### src/rtl/tmvwd_pkg.sv
// types, constants and sizing for the trimmed mean voltage window detector
package tmvwd_pkg;

    localparam int WINDOW_LEN    = 10;
    localparam int TRIM_EACH_END = 2;
    localparam int SAMPLE_BITS   = 12;

    localparam int ADC_W       = 12;
    localparam int LEVEL_OUT_W = 12;
    localparam int THRESH_W    = 12;
    localparam int STATE_W     = 3;
    localparam int CFG_IDX_W   = 3;

    // trim shrinks so that at least one sample is averaged
    localparam int EFF_TRIM = (2 * TRIM_EACH_END < WINDOW_LEN) ?
                              TRIM_EACH_END : (WINDOW_LEN - 1) / 2;
    localparam int KEEP_N   = WINDOW_LEN - 2 * EFF_TRIM;
    localparam int RANK_LO  = EFF_TRIM;
    localparam int RANK_HI  = WINDOW_LEN - EFF_TRIM - 1;
    localparam int IDX_W    = $clog2(WINDOW_LEN);
    localparam int FILL_W   = $clog2(WINDOW_LEN + 1);
    localparam int SUM_W    = SAMPLE_BITS + $clog2(KEEP_N);

    // floor(sum / KEEP_N) as (sum * DIV_MULT) >> DIV_SHIFT, exact for every sum
    localparam int     DIV_SHIFT = SUM_W + $clog2(KEEP_N);
    localparam longint DIV_MULT  = ((64'd1 << DIV_SHIFT) + KEEP_N - 1) / KEEP_N;
    localparam int     MULT_W    = $clog2(DIV_MULT + 1);
    localparam int     PROD_W    = SUM_W + MULT_W;

    localparam int CMP_W = (SAMPLE_BITS > THRESH_W) ? SAMPLE_BITS : THRESH_W;

    typedef logic [SAMPLE_BITS-1:0] t_sample;
    typedef logic [THRESH_W-1:0]    t_thresh_val;

    typedef struct packed {
        t_thresh_val crit_low_enter;
        t_thresh_val crit_low_leave;
        t_thresh_val low_enter;
        t_thresh_val low_leave;
        t_thresh_val high_enter;
        t_thresh_val high_leave;
        t_thresh_val crit_high_enter;
        t_thresh_val crit_high_leave;
    } t_thresholds;

    localparam t_thresh_val RST_CRIT_LOW_ENTER  = 12'd860;
    localparam t_thresh_val RST_CRIT_LOW_LEAVE  = 12'd940;
    localparam t_thresh_val RST_LOW_ENTER       = 12'd1347;
    localparam t_thresh_val RST_LOW_LEAVE       = 12'd1399;
    localparam t_thresh_val RST_HIGH_ENTER      = 12'd2535;
    localparam t_thresh_val RST_HIGH_LEAVE      = 12'd2455;
    localparam t_thresh_val RST_CRIT_HIGH_ENTER = 12'd2856;
    localparam t_thresh_val RST_CRIT_HIGH_LEAVE = 12'd2777;

    typedef enum logic [STATE_W-1:0] {
        LVL_INIT  = 3'd0,
        LVL_CLOW  = 3'd1,
        LVL_LOW   = 3'd2,
        LVL_NORM  = 3'd3,
        LVL_HIGH  = 3'd4,
        LVL_CHIGH = 3'd5
    } t_level_state;

    typedef enum logic [CFG_IDX_W-1:0] {
        CFG_CRIT_LOW_ENTER  = 3'd0,
        CFG_CRIT_LOW_LEAVE  = 3'd1,
        CFG_LOW_ENTER       = 3'd2,
        CFG_LOW_LEAVE       = 3'd3,
        CFG_HIGH_ENTER      = 3'd4,
        CFG_HIGH_LEAVE      = 3'd5,
        CFG_CRIT_HIGH_ENTER = 3'd6,
        CFG_CRIT_HIGH_LEAVE = 3'd7
    } t_cfg_idx;

    typedef enum logic [2:0] {
        SEQ_IDLE  = 3'd0,
        SEQ_RANK  = 3'd1,
        SEQ_MUL   = 3'd2,
        SEQ_DIV   = 3'd3,
        SEQ_CLASS = 3'd4
    } t_seq;

endpackage

### src/rtl/tmvwd_classify.sv
// hysteresis classifier: next level state from current state and filtered level
module tmvwd_classify (
    input  tmvwd_pkg::t_sample      i_level,
    input  tmvwd_pkg::t_thresholds  i_thr,
    input  tmvwd_pkg::t_level_state i_cur,
    output tmvwd_pkg::t_level_state o_next
);
    import tmvwd_pkg::*;

    logic [CMP_W-1:0] v;
    logic [CMP_W-1:0] cle, cll, le, ll, he, hl, che, chl;

    assign v   = CMP_W'(i_level);
    assign cle = CMP_W'(i_thr.crit_low_enter);
    assign cll = CMP_W'(i_thr.crit_low_leave);
    assign le  = CMP_W'(i_thr.low_enter);
    assign ll  = CMP_W'(i_thr.low_leave);
    assign he  = CMP_W'(i_thr.high_enter);
    assign hl  = CMP_W'(i_thr.high_leave);
    assign che = CMP_W'(i_thr.crit_high_enter);
    assign chl = CMP_W'(i_thr.crit_high_leave);

    // rules are checked in priority order, first hit wins
    always_comb begin
        o_next = i_cur;
        case (i_cur)
            LVL_INIT: begin
                if (v == '0)                   o_next = LVL_INIT;
                else if (v >= le && v < he)    o_next = LVL_NORM;
                else if (v < cle)              o_next = LVL_CLOW;
                else if (v < le && v >= cle)   o_next = LVL_LOW;
                else if (v >= che)             o_next = LVL_CHIGH;
                else if (v >= he && v < che)   o_next = LVL_HIGH;
                else                           o_next = LVL_INIT;
            end
            LVL_CLOW: begin
                if (v >= ll && v < he)         o_next = LVL_NORM;
                else if (v > cll && v < ll)    o_next = LVL_LOW;
                else if (v >= che)             o_next = LVL_CHIGH;
                else if (v >= he && v < che)   o_next = LVL_HIGH;
                else                           o_next = LVL_CLOW;
            end
            LVL_LOW: begin
                if (v < cle)                   o_next = LVL_CLOW;
                else if (v > ll && v < he)     o_next = LVL_NORM;
                else if (v >= che)             o_next = LVL_CHIGH;
                else if (v >= he && v < che)   o_next = LVL_HIGH;
                else                           o_next = LVL_LOW;
            end
            LVL_NORM: begin
                if (v < cle)                   o_next = LVL_CLOW;
                else if (v >= cle && v < le)   o_next = LVL_LOW;
                else if (v >= che)             o_next = LVL_CHIGH;
                else if (v > he && v < che)    o_next = LVL_HIGH;
                else                           o_next = LVL_NORM;
            end
            LVL_HIGH: begin
                if (v < cle)                   o_next = LVL_CLOW;
                else if (v >= cle && v < le)   o_next = LVL_LOW;
                else if (v >= le && v < hl)    o_next = LVL_NORM;
                else if (v > che)              o_next = LVL_CHIGH;
                else                           o_next = LVL_HIGH;
            end
            LVL_CHIGH: begin
                if (v < cle)                   o_next = LVL_CLOW;
                else if (v >= cle && v < le)   o_next = LVL_LOW;
                else if (v >= le && v < hl)    o_next = LVL_NORM;
                else if (v < chl)              o_next = LVL_HIGH;
                else                           o_next = LVL_CHIGH;
            end
            default: o_next = LVL_INIT;
        endcase
    end

endmodule

### src/rtl/trimmed_mean_voltage_window_detector.sv
// battery level monitor: trimmed mean over a sample window and hysteresis classifier
//
//  channel  | direction | handshake                  | payload
//  ---------+-----------+----------------------------+------------------------------------
//  in       | sink      | i_in_valid / o_in_ready    | i_adc_sample
//  out      | source    | o_out_valid / i_out_ready  | o_filtered_level, o_level_state,
//           |           |                            | o_level_updated, o_state_report
//  cfg      | sink      | i_cfg_we (no wait)         | i_cfg_idx, i_cfg_data
//
// a request that only fills the window goes straight from accept to the classify step
// a request that closes the window takes one rank step per window entry through the
// shared compare/rank unit, then multiply, shift and classify
// reset (synchronous, active low) restores thresholds, empties the window and shows init
// a stalled result holds in the output register; the next request is still taken and
// waits at the classify step until the output register frees up
module trimmed_mean_voltage_window_detector (
    input  logic                                   i_clk,
    input  logic                                   i_rst_n,
    input  logic                                   i_in_valid,
    output logic                                   o_in_ready,
    input  logic [tmvwd_pkg::ADC_W-1:0]            i_adc_sample,
    output logic                                   o_out_valid,
    input  logic                                   i_out_ready,
    output logic [tmvwd_pkg::LEVEL_OUT_W-1:0]      o_filtered_level,
    output logic [tmvwd_pkg::STATE_W-1:0]          o_level_state,
    output logic                                   o_level_updated,
    output logic                                   o_state_report,
    input  logic                                   i_cfg_we,
    input  logic [tmvwd_pkg::CFG_IDX_W-1:0]        i_cfg_idx,
    input  logic [tmvwd_pkg::THRESH_W-1:0]         i_cfg_data
);
    import tmvwd_pkg::*;

    t_seq                   r_seq, n_seq;
    t_sample                r_window [WINDOW_LEN];
    logic [FILL_W-1:0]      r_fill;
    logic [IDX_W-1:0]       r_idx;
    logic [SUM_W-1:0]       r_sum;
    logic [PROD_W-1:0]      r_prod;
    t_sample                r_level;
    t_sample                r_sample;
    logic                   r_updated;
    t_level_state           r_pending;
    t_level_state           r_shown;
    t_thresholds            r_thr;

    logic                   r_out_valid;
    logic [LEVEL_OUT_W-1:0] r_out_level;
    t_level_state           r_out_state;
    logic                   r_out_updated;
    logic                   r_out_report;

    logic                   in_ready;
    logic                   in_acc;
    logic                   eval;
    logic                   out_free;
    logic                   rank_en;
    logic                   mul_en;
    logic                   div_en;
    logic                   class_en;
    t_sample                sample_in;
    t_sample                key;
    logic [WINDOW_LEN-1:0]  less;
    logic [IDX_W-1:0]       rank;
    logic                   keep;
    t_level_state           next_lvl;

    assign sample_in = t_sample'(i_adc_sample);
    assign eval      = (r_fill == FILL_W'(WINDOW_LEN));
    assign out_free  = !r_out_valid || i_out_ready;
    assign in_acc    = i_in_valid && in_ready;

    // sequencer next state
    always_comb begin
        n_seq = r_seq;
        case (r_seq)
            SEQ_IDLE:  if (i_in_valid) begin
                n_seq = eval ? SEQ_RANK : SEQ_CLASS;
            end
            SEQ_RANK:  if (r_idx == IDX_W'(WINDOW_LEN - 1)) begin
                n_seq = SEQ_MUL;
            end
            SEQ_MUL:   n_seq = SEQ_DIV;
            SEQ_DIV:   n_seq = SEQ_CLASS;
            SEQ_CLASS: if (out_free) begin
                n_seq = SEQ_IDLE;
            end
            default:   n_seq = SEQ_IDLE;
        endcase
    end

    // sequencer outputs
    always_comb begin
        in_ready = 1'b0;
        rank_en  = 1'b0;
        mul_en   = 1'b0;
        div_en   = 1'b0;
        class_en = 1'b0;
        case (r_seq)
            SEQ_IDLE:  in_ready = 1'b1;
            SEQ_RANK:  rank_en  = 1'b1;
            SEQ_MUL:   mul_en   = 1'b1;
            SEQ_DIV:   div_en   = 1'b1;
            SEQ_CLASS: class_en = out_free;
            default:   in_ready = 1'b0;
        endcase
    end

    // shared rank unit: position of the selected entry in sorted order, ties by index
    assign key = r_window[r_idx];
    always_comb begin
        for (int j = 0; j < WINDOW_LEN; j++) begin
            less[j] = (r_window[j] < key) || ((r_window[j] == key) && (IDX_W'(j) < r_idx));
        end
    end
    assign rank = IDX_W'($countones(less));
    assign keep = (rank >= IDX_W'(RANK_LO)) && (rank <= IDX_W'(RANK_HI));

    tmvwd_classify u_classify (
        .i_level (r_level),
        .i_thr   (r_thr),
        .i_cur   (r_pending),
        .o_next  (next_lvl)
    );

    always_ff @(posedge i_clk) begin
        if (!i_rst_n) begin
            r_seq       <= SEQ_IDLE;
            r_fill      <= '0;
            r_level     <= '0;
            r_pending   <= LVL_INIT;
            r_shown     <= LVL_INIT;
            r_out_valid <= 1'b0;
            r_thr       <= '{crit_low_enter:  RST_CRIT_LOW_ENTER,
                             crit_low_leave:  RST_CRIT_LOW_LEAVE,
                             low_enter:       RST_LOW_ENTER,
                             low_leave:       RST_LOW_LEAVE,
                             high_enter:      RST_HIGH_ENTER,
                             high_leave:      RST_HIGH_LEAVE,
                             crit_high_enter: RST_CRIT_HIGH_ENTER,
                             crit_high_leave: RST_CRIT_HIGH_LEAVE};
        end else begin
            r_seq <= n_seq;
            if (i_cfg_we) begin
                case (t_cfg_idx'(i_cfg_idx))
                    CFG_CRIT_LOW_ENTER:  r_thr.crit_low_enter  <= i_cfg_data;
                    CFG_CRIT_LOW_LEAVE:  r_thr.crit_low_leave  <= i_cfg_data;
                    CFG_LOW_ENTER:       r_thr.low_enter       <= i_cfg_data;
                    CFG_LOW_LEAVE:       r_thr.low_leave       <= i_cfg_data;
                    CFG_HIGH_ENTER:      r_thr.high_enter      <= i_cfg_data;
                    CFG_HIGH_LEAVE:      r_thr.high_leave      <= i_cfg_data;
                    CFG_CRIT_HIGH_ENTER: r_thr.crit_high_enter <= i_cfg_data;
                    CFG_CRIT_HIGH_LEAVE: r_thr.crit_high_leave <= i_cfg_data;
                    default:             r_thr                 <= r_thr;
                endcase
            end
            if (in_acc && !eval) begin
                r_fill <= r_fill + 1'b1;
            end else if (div_en) begin
                r_fill <= FILL_W'(1);
            end
            if (div_en) begin
                r_level <= r_prod[DIV_SHIFT +: SAMPLE_BITS];
            end
            // the shown state takes the decision made on the previous request
            if (class_en) begin
                r_shown     <= r_pending;
                r_pending   <= next_lvl;
                r_out_valid <= 1'b1;
            end else if (i_out_ready) begin
                r_out_valid <= 1'b0;
            end
        end
    end

    always_ff @(posedge i_clk) begin
        if (in_acc) begin
            r_sample  <= sample_in;
            r_idx     <= '0;
            r_sum     <= '0;
            r_updated <= eval;
            if (!eval) begin
                r_window[r_fill[IDX_W-1:0]] <= sample_in;
            end
        end
        if (rank_en) begin
            r_idx <= r_idx + 1'b1;
            if (keep) begin
                r_sum <= r_sum + SUM_W'(key);
            end
        end
        if (mul_en) begin
            r_prod <= PROD_W'(r_sum) * PROD_W'(DIV_MULT);
        end
        // window restarts with the sample that closed it
        if (div_en) begin
            r_window[0] <= r_sample;
        end
        if (class_en) begin
            r_out_level   <= LEVEL_OUT_W'(r_level);
            r_out_state   <= r_pending;
            r_out_updated <= r_updated;
            r_out_report  <= (r_pending != r_shown) && (r_pending != LVL_INIT);
        end
    end

    assign o_in_ready       = in_ready;
    assign o_out_valid      = r_out_valid;
    assign o_filtered_level = r_out_level;
    assign o_level_state    = r_out_state;
    assign o_level_updated  = r_out_updated;
    assign o_state_report   = r_out_report;

endmodule

### config.mk
export PLATFORM = sky130hd
export DESIGN_NAME = trimmed_mean_voltage_window_detector
export DESIGN_NICKNAME = d
export VERILOG_FILES = /design/src/rtl/tmvwd_pkg.sv /design/src/rtl/tmvwd_classify.sv /design/src/rtl/trimmed_mean_voltage_window_detector.sv
export SDC_FILE = /design/constraint.sdc
export NUM_CORES = 1
export LEC_CHECK = 0
export BUFFER_PORTS_ARGS = -buffer_cell sky130_fd_sc_hd__buf_2
export CAP_MARGIN = 20
export CELL_PAD_IN_SITES_DETAIL_PLACEMENT = 1
export CELL_PAD_IN_SITES_GLOBAL_PLACEMENT = 2
export CORE_MARGIN = 1.5
export CORE_UTILIZATION = 24
export DETAILED_ROUTE_END_ITERATION = 10
export GPL_TIMING_DRIVEN = 0
export PLACE_DENSITY_LB_ADDON = 0.1
export RECOVER_POWER = 25
export SLEW_MARGIN = 10
export SYNTH_ARGS = -nofsm -noshare
export SYNTH_HDL_FRONTEND = slang
export SYNTH_SLANG_ARGS = --single-unit
### constraint.sdc
create_clock -name i_clk -period 10.25 [get_ports i_clk]
set_input_delay 0.5125 -clock i_clk [delete_from_list [all_inputs] [get_ports i_clk]]
set_output_delay 0.5125 -clock i_clk [all_outputs]
set_load 0.005 [all_outputs]
Word-level counts from Yosys, hierarchy flattened
Memories as Yosys holds them, arrays and structs flattened. A register that Yosys moved wholly into a read port is not among the register bits. Index checks and enable logic that the tools add are counted.

Equality and inequality tests: 32. Multipliers: 1. Add/subtract/negate cells: 12. Reduce and logical (&&, ||, !) cells: 53. Multiplexer cells: 55. Order comparisons: 38.

Operators by type and width (number): 12-bit less-than comparator (17); 12-bit == test (10); 3-bit two-way mux (28); 12-bit greater-or-equal comparator (5); 12-bit greater-than comparator (4); 15-bit two-way mux (3); 15-bit by 16-bit multiplier with 30-bit output (second input constant) (1); 4-bit two-way mux (6); 1-bit logical AND (22); 3-bit == test (second input constant) (7); 3-bit by 2-bit == test with 1-bit output (second input constant) (6); 3-bit case mux with 6 select lines (1); 3-bit by 4-bit less-than comparator with 1-bit output (first input constant) (4); 2-bit AND reduction (8); 15-bit by 12-bit adder with 15-bit output (1); 1-bit two-way mux (15); 3-bit case mux with 5 select lines (1); 12-bit logical NOT (1); 12-bit two-way mux (1); 12-bit OR reduction (1); 1-bit logical OR (11); 1-bit by 1-bit adder with 2-bit output (5); 3-bit by 1-bit == test with 1-bit output (second input constant) (3); 3-bit logical NOT (3); 16 further kinds (27).

Output and inout port bits: 19. Logic and storage cells: 215. Memories kept: 1. Memory bits (writable): 120. Bits in registers: 201. Input bits: 32.

Memories: r_window (words 10, width 12, rd ports 11, clocked after memory_dff 1, wr ports 1, line trimmed_mean_voltage_window_detector.sv:35) `t_sample r_window [WINDOW_LEN];`.

Longest topological paths before layout
Gate-level depths: netlist (run 1). An unclocked memory read counts as a cell.

Depth after elaboration: 12. Gate-level depth with buffers: 27. Depth with buffers taken out: 25.

By module
A second synthesis (run 1) with hierarchy kept.

Cells, all modules: 2234. Area total of the unflattened synthesis: 24110.6 um^2.

By module, submodules not included: trimmed_mean_voltage_window_detector (times used 1, area each 21343.0 um^2, seq. area each 9969.6 um^2, cells an instance 1843); tmvwd_classify (times used 1, area each 2767.7 um^2, seq. area each 0.0 um^2, cells an instance 391).

Least setup slack after synthesis (run 1)
No wires, ideal clock.

Path kind: register -> register. Start point: reg with a tool-made name. End point: reg r_sum[14]. Buffers on the path: 2. Period minus slack after synthesis: 6830 ps. Library setup time: 123 ps. Data arrival time: 6706 ps. Cell stages (with the launch flop): 28. Required time: 10127 ps. Slack: 3420 ps. Cells stage by stage: dfxtp_1 > buf_2 > buf_2 > mux4_2 > mux4_2 > inv_1 > ha_1 > a21o_1 > a21o_1 > a21o_1 > a21oi_1 > nor2b_1 > o31a_1 > o21ai_0 > a21oi_1 > fa_1 > inv_1 > fa_1 > fa_1 > ha_1 > fa_1 > xor2_1 > nor2_1 > a21oi_1 > nand2_1 > a211oi_1 > nand2_1 > mux2i_1.

RTL lines: end signal: assignment (line trimmed_mean_voltage_window_detector.sv:189) `r_sum <= r_sum + SUM_W'(key);`; end: declaration (line trimmed_mean_voltage_window_detector.sv:38) `logic [SUM_W-1:0] r_sum;`.

==> impl_results.md, run 1 <==
* P per Cell Area at roughly 150 nW/um2
* Synth cell types at about 70
* Largest net degree at the start of global routing at 27
* Layout net count at 2655
* Commonest non-fill, non-tap cell in the layout: ha_1
* Via density at between 4 and 5
* Die ar. at 99900 um2
* Status: finished, violations left
* Design area at around 27000 um2
* Sequential area share after synthesis at approximately 42%
* DR iter-0 viols at roughly 780
* Post-CTS Setup Bufs at 0
* Commonest cells after routing, fill and taps aside: 334 x ha_1, 269 x nand2_1, 238 x edfxtp_1
* Leakage Power at 11.4 nW
* CP Data Required Time at between 10 and 15 ns
* Drt pass-1 iters at 8
* Final setup violating endpoints at 0
* Root Driver: clkbuf_16
* Peak VDD IR at around 0.10 mV
* Final total power at slightly above 4 mW
* Starting Density at around a quarter
* Syn Nets at between 2000 and 3000
* Slew margin rel. at approximately 2.3%
* Hold Violations, Final at 0
* Violated checks: design-rule violations
* EDFF count, synth at between 200 and 250
* Area after DPL at approximately 26000 um2
* Fin crit period at 9.16 ns
* Gr usage total at between 10% and 20%
* Post-route ant nets at 0
* Num CTS Buffers at 48
* Die Y at 316 um
* Io pins at 51
* Fmax at around 110 MHz
* Top FF cell, synth: edfxtp_1
* Clock Tree Buf Depth at 3
* DRC violations left at 8
* Global-route wire length before repair at approximately 120000 um
* Critical Path Sink Type: flop
* Hpwl dp at 63000 um
* Layout overhead on the synthesized area at 16.1%
* Mapped Avg Cell Area at between 10 and 15 um2
* Critical path peak fanout at 11
* RSZ-0062 raised after global routing: no
* Core Util, Final at ~28%
* Vias after detailed routing at 16600
* Rows at between 100 and 150
* CP startpoint kind: flop
* CTS sink count at 379
* PortBufs at 35
* Initial antenna violation count at 3
* Data arrival time of the critical path at around 9.6 ns
* Clk slew on worst S/H paths at 0.06 ns
* Fill count at between 10000 and 15000
* GP Congestion at between 0.7 and 0.8
* Number of max-cap violations at 0
* Final worst path period share at 89.4%
* Yosys reg bits at about 380
* Global route overflow at 0
* H-tree depth at 2
* Critical path type: reg -> reg
* Vias in the first global route at between 15000 and 20000
* Final max-slew violation count at 0
* Insertion delay to the later sink of the worst-skew pair at 0.61 ns
* Post-Syn Instances at about 2100
* Clk_skew at 0.0407 ns
* FFs w/ async S/R, synth at 0%
* Post-CTS resize count at 0
* Warnings, synthesis at 0
* Final Routed Wirelength at a little over 80000 um
* Ratio of cells with drive above 1 in the final layout at a little under a tenth
* Core ar. at slightly below 100000 um2
* WL/cell at ~23 um
* Worst Hold Class: in -> reg
* Mapped Area at 23500 um2
* Slew @ Worst Pin at between 1 and 1.5 ns
* Setup TNS at 0 ns
* Die X at 316 um
* CTS tree: done
* Hold_buf cts at 0
flip-flops by register name, indices dropped and copies added (netlist names), 4 cells and up, named ones only:
register / count
r_fill: 4
r_prod: 12
r_idx: 4
r_sample: 12
r_sum: 15
r_thr: 96
r_window: 192
o_filtered_level: 12
r_level: 12
report_power, final:
group	leakage (nW)	switching, mW	total, mW	internal, mW
Sequential	3.32	0.0185	1.67	1.65
Clock	0.839	0.725	1.89	1.16
Combinational	7.28	0.372	0.583	0.211
Total	11.4	1.12	4.14	3.03
worst max-delay path: stages, from the launching register on:
cell and delay [ns]:
dfxtp_1 0.36, clkbuf_1 0.63, clkbuf_1 0.81, mux4_2 0.50, mux4_2 0.57, inv_1 0.52, ha_1 0.39, nor2b_1 0.14
o21ai_0 0.16, nand2b_1 0.09, a21oi_1 0.18, nor3_1 0.07, o31a_1 0.24, o21ai_0 0.14, a21oi_1 0.10, fa_1 0.49
inv_1 0.06, fa_1 0.50, fa_1 0.49, ha_1 0.24, fa_1 0.38, xor2_1 0.16, nor2_1 0.06, a21oi_1 0.56
nand2_1 0.37, a211oi_1 0.52, nand2_1 0.13, mux2i_1 0.13
cells in the mapped netlist (11+ instances only):
cell | instances | area share [%]
dfxtp_1 | 141 | 12
a21boi_0 | 61 | 1.9
xnor2_1 | 18 | 0.67
nand2b_1 | 25 | 0.66
mux4_2 | 60 | 5.7
nand4_1 | 48 | 1.3
clkbuf_1 | 51 | 0.81
nand2_1 | 269 | 4.3
nor2_1 | 58 | 0.93
fa_1 | 69 | 5.9
clkbuf_2 | 11 | 0.23
ha_1 | 334 | 18
a21o_1 | 53 | 1.7
o211ai_1 | 58 | 1.9
nor3_1 | 29 | 0.62
edfxtp_1 | 238 | 30
o21ai_0 | 61 | 1.3
o21a_1 | 14 | 0.45
nand3_1 | 46 | 0.98
nor2b_1 | 27 | 0.72
a21oi_1 | 88 | 1.9
inv_1 | 222 | 3.5
final timing paths:
path	from	to	slack (ns)	cells after the start
setup / recovery	flop	r_sum[14]	1.09	27
hold / removal	i_adc_sample[9]	r_sample[9]	0.11	1
setup reg to reg	flop	r_sum[14]	1.09	27
hold reg to reg	r_updated	o_level_updated	0.42	0
metrics by stage:
step	worst slack, ns	hold slack [ns]	std cells
final	1.09	0.108	3537
after global routing	0.602	0.0654	3536
after CTS	0.991	0.0500	3535
after detailed placement	1.05	0.408	3445
after global placement	1.09	0.406	3423
after floorplan	3.42	0.400	2112
routing by layer:
layer | vias to the layer above | wire [um] | track usage [%]
met5 | - | 0 | 0
met4 | 0 | 1150 | 3.14
met3 | 72 | 2310 | 2.11
met2 | 175 | 36600 | 26.1
met1 | 8504 | 40700 | 24.0
li1 | 7875 | - | -
area by class of cell:
type	count	area [um2]	area share (%)
plain buffers	69	277	1.01
multi-input cells	1441	12500	45.9
repair buffers	58	357	1.31
flip-flops and latches	379	9970	36.5
clock buffers	58	1310	4.80
well taps	1276	1600	5.85
clock inverters	32	429	1.57
diodes	1	2.50	0.00917
inverters	223	837	3.07
cell families after synthesis:
| family | share of synthesized area (%) |
|---|---|
| AOI/OAI and AO/OA | 11.5 |
| muxes | 5.87 |
| xor gates and xnor gates | 1.04 |
| buffers and inverters | 4.73 |
| DFF | 42.4 |
| and+or+nand+nor | 10.8 |
| adders and majority gates | 23.6 |
No activity file was read; power rests on OpenSTA's default activity.
==> run 2: changes to the inputs <==
--- a/config.mk
+++ b/config.mk
@@ -5,6 +5,7 @@
 export SDC_FILE = /design/constraint.sdc
 export NUM_CORES = 1
 export LEC_CHECK = 0
+export ABC_AREA = 1
 export BUFFER_PORTS_ARGS = -buffer_cell sky130_fd_sc_hd__buf_2
 export CAP_MARGIN = 20
 export CELL_PAD_IN_SITES_DETAIL_PLACEMENT = 1
==> run 2 against run 1 <==
Sequential share of layout area fell by 0.89 points. The flow now finishes without violations. Register-to-register slack gained 0.99 ns. Global-route usage increased by 0.88 points. Worst hold slack lost 0.058 ns. Final cell count grew 15%. Critical path depth did not move. Count of clock-buffer cells in the layout grew 2. Clock skew fell by 0.0089 ns. Sequential cell count unchanged. Wire length up 9.7%. Synthesized area is 3.1% higher. Power increased by 85%.
==> impl_results.md, run 2 <==
* Status: finished, final reports clean
* Peak VDD IR at 0.375 mV (+260%)
* Via density at 4.69 (-0.32%)
* Top FF cell, synth: edfxtp_1
* Max reg flops at 192 (unchanged)
* GP Congestion at 0.819 (+6.1%)
* Post-route ant nets at 0 (unchanged)
* Commonest non-fill, non-tap cell in the layout: nand2_1
* Vias in the first global route at 20400 (+13%)
* Sequential share of power at 24.0% (-16 points)
* Leakage Power at 12.5 nW (+9.2%)
* Core Util, Final at 27.9% (-0.25 points)
* Global-route wire length before repair at 132000 um (+10%)
* Die X at 321 um (+1.5%)
* Warnings, synthesis at 0 (unchanged)
* CTS sink count at 379 (unchanged)
* DR iter-0 viols at 988 (+27%)
* Clk slew on worst S/H paths at 0.06 ns (about the same)
* Largest registers: r_window: 192 flops, r_thr: 96 flops, r_sum: 15 flops
* Final worst path period share at 79.7% (-9.6 points)
* Yosys reg bits at 379 (unchanged)
* Hold path depth at 1 (unchanged)
* RSZ-0062 raised after global routing: no
* Met2 wire len at 41100 um (+12%)
* Post-Place Worst Slack at 1.97 ns (+0.923 ns)
* Internal power at 4.08 mW (+35%)
* H-tree depth at 2 (unchanged)
* Data arrival time of the critical path at 8.71 ns (-0.92 ns)
* Rows at 116 (+1.8%)
* Largest net degree at the start of global routing at 19 (-30%)
* Setup WS post-layout at 2.08 ns (+0.987 ns)
* Count leader, synth: nand2_1
* Syn Nets at 3040 (+19%)
* Hpwl dp at 67500 um (+7.1%)
* Routed met1 length at 43500 um (+6.8%)
* Fin crit period at 8.17 ns (-0.987 ns)
* Global route overflow at 0 (unchanged)
* Post-synth top cells: 406 x nand2_1, 400 x inv_1, 334 x ha_1, 245 x a21oi_1, 238 x edfxtp_1
* NetSw at 3.56 mW (+220%)
* Layout overhead on the synthesized area at 15.3%
* Sw Share at 46.6% (+20 points)
* Critical Path Sink Type: flop
* Slew margin rel. at 23.7% (+21 points)
* Top reg by flops: r_window
* Wire length on met3 at 2260 um (-1.9%)
* Clock Tree Buf Depth at 3 (unchanged)
* Clk_skew at 0.0318 ns (-0.00889 ns)
* Starting Density at 24.2% (-0.061 points)
* Combinational share of power at 51.7% (+38 points)
* Initial antenna violation count at 2 (-1)
* Post-CTS Setup Bufs at 0 (unchanged)
* Num CTS Buffers at 51 (+6.3%)
* Post-Syn Instances at 2605 (+23%)
* WL/cell at 21.8 um (-4.4%)
* Core ar. at 100000 um2 (+3.4%)
* Number of max-cap violations at 0 (unchanged)
* DRC violations left at 0 (-8)
* Post-CTS resize count at 0 (unchanged)
* Largest cells by area after synthesis: edfxtp_1 29%, ha_1 17%, dfxtp_1 12%
* Drt pass-1 iters at 5 (-3)
* Worst Hold Class: in -> reg
* Cell taking the most area after synthesis: edfxtp_1
* Io pins at 51 (unchanged)
* Gr usage total at 17.3% (+0.88 points)
* Clock network power share at 24.3% (-21 points)
* CTS tree: done
* Top Metal Used: met4
* Hold Violations, Final at 0 (unchanged)
* FFs w/ async S/R, synth at 0% (unchanged)
* Insertion delay to the later sink of the worst-skew pair at 0.65 ns (+0.04 ns)
* Fill count at 11600 (+8.0%)
* Ratio of cells with drive above 1 in the final layout at 6.41% (-3.1 points)
* Layout net count at 3154 (+19%)
* Critical path peak fanout at 10 (-1)
* Fmax at 122 MHz (+12%)
* Setup TNS at 0 ns (unchanged)
* Die Y at 321 um (+1.5%)
* Critical path type: reg -> reg
* Worst R2R Path Depth at 27 (unchanged)
* Yosys top cell area share at 29.5% (-0.93 points)
* Final Routed Wirelength at 88600 um (+9.7%)
* Slew @ Worst Pin at 1.14 ns (-0.310 ns)
* Hold_buf cts at 0 (unchanged)
* Synth cell types at 56 (-19%)
* CP startpoint kind: flop
* Final max-slew violation count at 0 (unchanged)
* Die ar. at 103000 um2 (+3.1%)
* Mapped Area at 24300 um2 (+3.1%)
* Placed cell count at 3964 (+15%)
* Vias after detailed routing at 19000 (+14%)
* Commonest cells after routing, fill and taps aside: 406 x nand2_1, 400 x inv_1, 334 x ha_1
* Sequential area share after synthesis at 41.1% (-1.3 points)
* Mapped Avg Cell Area at 9.31 um2 (-16%)
* PortBufs at 47 (+34%)
* Post-Layout Cell Count at 4059 (+15%)
* P per Cell Area at 273 nW/um2 (+80%)
* EDFF count, synth at 238 (unchanged)
* Final setup violating endpoints at 0 (unchanged)
* Root Driver: clkbuf_16
* CP Data Required Time at 10.78 ns (+0.07 ns)
-- run 2: cell types whose count changed after synthesis, moves of 33 or more --
cell / delta
o211ai_1: +33
mux2i_1: +43
a21oi_1: +157
mux4_2: -60
o21ai_0: +123
inv_1: +178
nand3_1: +34
nand2_1: +137
a21o_1: -44
nor2_1: +73
a21boi_0: -61
-- run 2: metal layers --
metal | up-vias | track usage, %
met2 | 215 | 28.8
met1 | 9486 | 24.1
met5 | - | 0
met4 | 0 | 4.07
li1 | 9224 | -
met3 | 93 | 1.72
-- run 2: power groups by stage --
stage               sequential [mW]  clock, mW  combinational (mW)
CTS                            1.84       1.91                4.02
global route                   1.85       1.97                4.45
detailed placement             1.87          0                3.98
finish                         1.84       1.86                3.95
global placement               1.87          0                3.82
floorplan                      1.83          0                2.46
-- run 2: cell families after synthesis --
kind of cell / synth area share, %
simple gates: 11.9
compound gates: 13.8
buf+inv: 7.47
fa+ha+maj: 22.9
flops: 41.1
mux: 1.90
xor+xnor: 0.903
-- run 2: per-stage QoR --
step,total power [mW],instance area [um2],hold slack (ns)
after global routing,8.27,28000,0.0189
after CTS,7.77,28000,0.00103
after global placement,5.69,26100,0.407
after floorplan,4.29,24300,0.400
final,7.65,28000,0.0505
after detailed placement,5.85,26300,0.420
-- run 2: final cells by class --
type                            instances  area (um2)  share of cell area, %
Tap cell                             1298        1620                   5.81
Inverter                              404        1520                   5.42
Clock buffer                           60        1310                   4.68
Sequential cell                       379        9970                   35.6
Timing Repair Buffer                   61         335                   1.20
Multi-Input combinational cell       1751       12500                   44.7
Buffer                                 71         294                   1.05
Clock inverter                         34         418                   1.49
Antenna cell                            1        2.50                0.00894
-- run 2: worst paths after layout --
| path | startpoint | end | slack, ns |
|---|---|---|---|
| max | flop | r_sum[7] | 2.08 |
| min | i_adc_sample[9] | r_sample[9] | 0.05 |
| max reg2reg | flop | r_sum[7] | 2.08 |
| min reg2reg | r_updated | o_level_updated | 0.43 |
-- run 2: critical path, stage by stage (launching register included) --
cell,delay [ns]
dfxtp_1,0.30
clkbuf_1,0.73
inv_1,0.23
clkbuf_1,0.43
o211ai_1,0.25
nand3_1,0.22
nand2_1,0.34
inv_1,0.36
ha_1,0.41
nand2_1,0.06
nor2_1,0.13
nand4_1,0.15
a2111oi_0,0.61
a41oi_1,0.15
fa_1,0.59
inv_1,0.06
fa_1,0.52
fa_1,0.50
ha_1,0.24
fa_1,0.49
a21oi_1,0.04
o21ai_0,0.07
nand2_1,0.20
nor2_2,0.37
inv_2,0.16
buf_2,0.23
nand3_1,0.08
o21ai_0,0.08
==> run 3: changes to the inputs <==
==> constraint.sdc (replaced) <==
create_clock -name i_clk -period 7.3 [get_ports i_clk]
set_input_delay 0.365 -clock i_clk [delete_from_list [all_inputs] [get_ports i_clk]]
set_output_delay 0.365 -clock i_clk [all_outputs]
set_load 0.005 [all_outputs]
==> run 3 against run 2 <==
Final cell count rose by 1.0%. Sequential power rose by 41%. Die area did not move. First-iteration DRC count rose by 0.71%. Wire length rose by 1.4%. Critical endpoint unchanged. Clock skew barely moved. Highest routed layer unchanged. Critical path type unchanged. Register-to-register slack got worse by 1.8 ns.
==> impl_results.md, run 3 (synthesis gave the netlist of run 2 again) <==
* Status: finished, final reports clean
* Final setup violating endpoints at 0 (unchanged)
* Die Y at 321 um (unchanged)
* P per Cell Area at 398 nW/um2 (+46%)
* Max reg flops at 192 (unchanged)
* Rows at 116 (unchanged)
* DRC violations left at 0 (unchanged)
* GP Congestion at 0.819 (unchanged)
* Final worst path period share at 96.2% (+16 points)
* Critical path type: reg -> reg
* Via density at 4.68 (about the same)
* Leakage Power at 12.7 nW (+1.6%)
* Final Routed Wirelength at 89800 um (+1.4%)
* Insertion delay to the later sink of the worst-skew pair at 0.65 ns (about the same)
* Largest registers: r_window: 192 flops, r_thr: 96 flops, r_sum: 15 flops
* Slew @ Worst Pin at 1.16 ns (+0.0121 ns)
* Worst R2R Path Depth at 24 (-11%)
* Clk_skew at 0.0321 ns (+0.000247 ns)
* Hold Violations, Final at 0 (unchanged)
* Num CTS Buffers at 51 (unchanged)
* Io pins at 51 (unchanged)
* Core ar. at 100000 um2 (unchanged)
* Fin crit period at 7.02 ns (-1.15 ns)
* Critical path peak fanout at 10 (unchanged)
* Critical Path Sink Type: flop
* Top reg by flops: r_window
* Fill count at 11600 (-0.043%)
* Core Util, Final at 28.5% (+0.56 points)
* H-tree depth at 2 (unchanged)
* Initial antenna violation count at 2 (unchanged)
* Root Driver: clkbuf_16
* Clk slew on worst S/H paths at 0.06 ns (about the same)
* Placed cell count at 3964 (unchanged)
* Data arrival time of the critical path at 7.55 ns (-1.16 ns)
* CP Data Required Time at 7.83 ns (-2.95 ns)
* Peak VDD IR at 0.641 mV (+71%)
* PortBufs at 47 (unchanged)
* DR iter-0 viols at 995 (+0.71%)
* CP startpoint kind: flop
* Commonest cells after routing, fill and taps aside: 396 x nand2_1, 389 x inv_1, 334 x ha_1
* Layout net count at 3196 (+1.3%)
* Hold path depth at 4 (+3)
* WL/cell at 21.9 um (+0.32%)
* Clock Tree Buf Depth at 3 (unchanged)
* Worst Hold Class: in -> reg
* Ratio of cells with drive above 1 in the final layout at 8.82% (+2.4 points)
* Drt pass-1 iters at 5 (unchanged)
* Final max-slew violation count at 0 (unchanged)
* Layout overhead on the synthesized area at 17.6%
* Global route overflow at 0 (unchanged)
* Hpwl dp at 67500 um (unchanged)
* Fmax at 142 MHz (+16%)
* Vias in the first global route at 20500 (+0.57%)
* Starting Density at 24.2% (unchanged)
* Hold WS at 0.145 ns (+0.0943 ns)
* Global-route wire length before repair at 133000 um (+0.91%)
* Slew margin rel. at 22.9% (-0.80 points)
* Vias after detailed routing at 19200 (+0.94%)
* CTS tree: done
* Largest net degree at the start of global routing at 19 (unchanged)
* Number of max-cap violations at 0 (unchanged)
* Final total power at 11.4 mW (+48%)
* Gr usage total at 17.5% (+0.19 points)
* Commonest non-fill, non-tap cell in the layout: nand2_1
* CTS sink count at 379 (unchanged)
* Die ar. at 103000 um2 (unchanged)
* Post-Layout Cell Count at 4101 (+1.0%)
* Post-route ant nets at 0 (unchanged)
* Die X at 321 um (unchanged)
## run 3: cell count changes in the layout (fill, tap and decap cells not counted), moves of 7 or more
cell and delta:
nand2_2 +7, clkinvlp_4 +11, buf_4 +33, nand2_1 -10
buf_2 -9, dlygate4sd3_1 +12, inv_1 -11, clkbuf_1 -7
## run 3: metal layers
layer | wire length, um | track usage, % | part of all wire [%] | vias to the layer above
met5 | 0 | 0 | 0 | -
met4 | 1750 | 4.10 | 2.0 | 0
met3 | 2370 | 1.73 | 2.6 | 87
li1 | - | - | - | 9308
met2 | 41400 | 28.9 | 46 | 222
met1 | 44300 | 24.6 | 49 | 9579
## run 3: path summary, 6_finish.rpt
kind / endpoint / slack, ns / startpoint
worst min register to register: o_level_updated / 0.43 / r_updated
worst min-delay path: o_out_valid / 0.14 / i_out_ready
worst max-delay path: r_sum[7] / 0.28 / flop
worst max register to register: r_sum[7] / 0.28 / flop
## run 3: power breakdown
part,switching (mW),internal (mW)
Combinational,4.10,2.04
Sequential,0.124,2.47
Clock,1.07,1.54
Total,5.30,6.06
## run 3: through the flow
step | cell area (um2) | setup slack [ns] | setup TNS [ns]
after CTS | 28400 | 0.000433 | 0
final | 28500 | 0.279 | 0
after global routing | 28500 | -0.0126 | -0.0216
after detailed placement | 26300 | -0.979 | -12.33
after global placement | 26100 | -1.01 | -12.71
after floorplan | 24300 | 1.81 | 0
## run 3: repair_timing
item	CTS	global route
endpoints found under the hold margin	12	0
gates resized for setup	37	32
setup buffers	17	14
pin swaps	0	2
endpoints found under the setup margin	15	14
hold buffers	12	0
## run 3: critical path: stages (launching register included)
cell,delay [ns]
dfxtp_1,0.44
inv_1,0.21
clkbuf_1,0.68
nand3_1,0.38
nand2_2,0.26
clkinvlp_4,0.28
buf_4,0.22
ha_1,0.30
nand4_1,0.19
a2111oi_2,0.35
a41oi_1,0.12
fa_1,0.57
inv_1,0.06
fa_1,0.52
fa_1,0.50
ha_1,0.24
fa_1,0.49
a21oi_1,0.04
o21ai_0,0.09
nand2_2,0.17
nor2_4,0.25
inv_2,0.13
buf_2,0.21
nand3_1,0.08
o21ai_0,0.08
## run 3: area by class of cell
type,instances,area (um2),area share (%)
Multi-Input combinational cell,1751,12600,44.2
Sequential cell,379,9970,34.9
Tap cell,1298,1620,5.69
Inverter,404,1560,5.46
Clock buffer,60,1310,4.59
Timing Repair Buffer,104,697,2.44
Clock inverter,34,418,1.46
Buffer,70,343,1.20
Antenna cell,1,2.50,0.00877
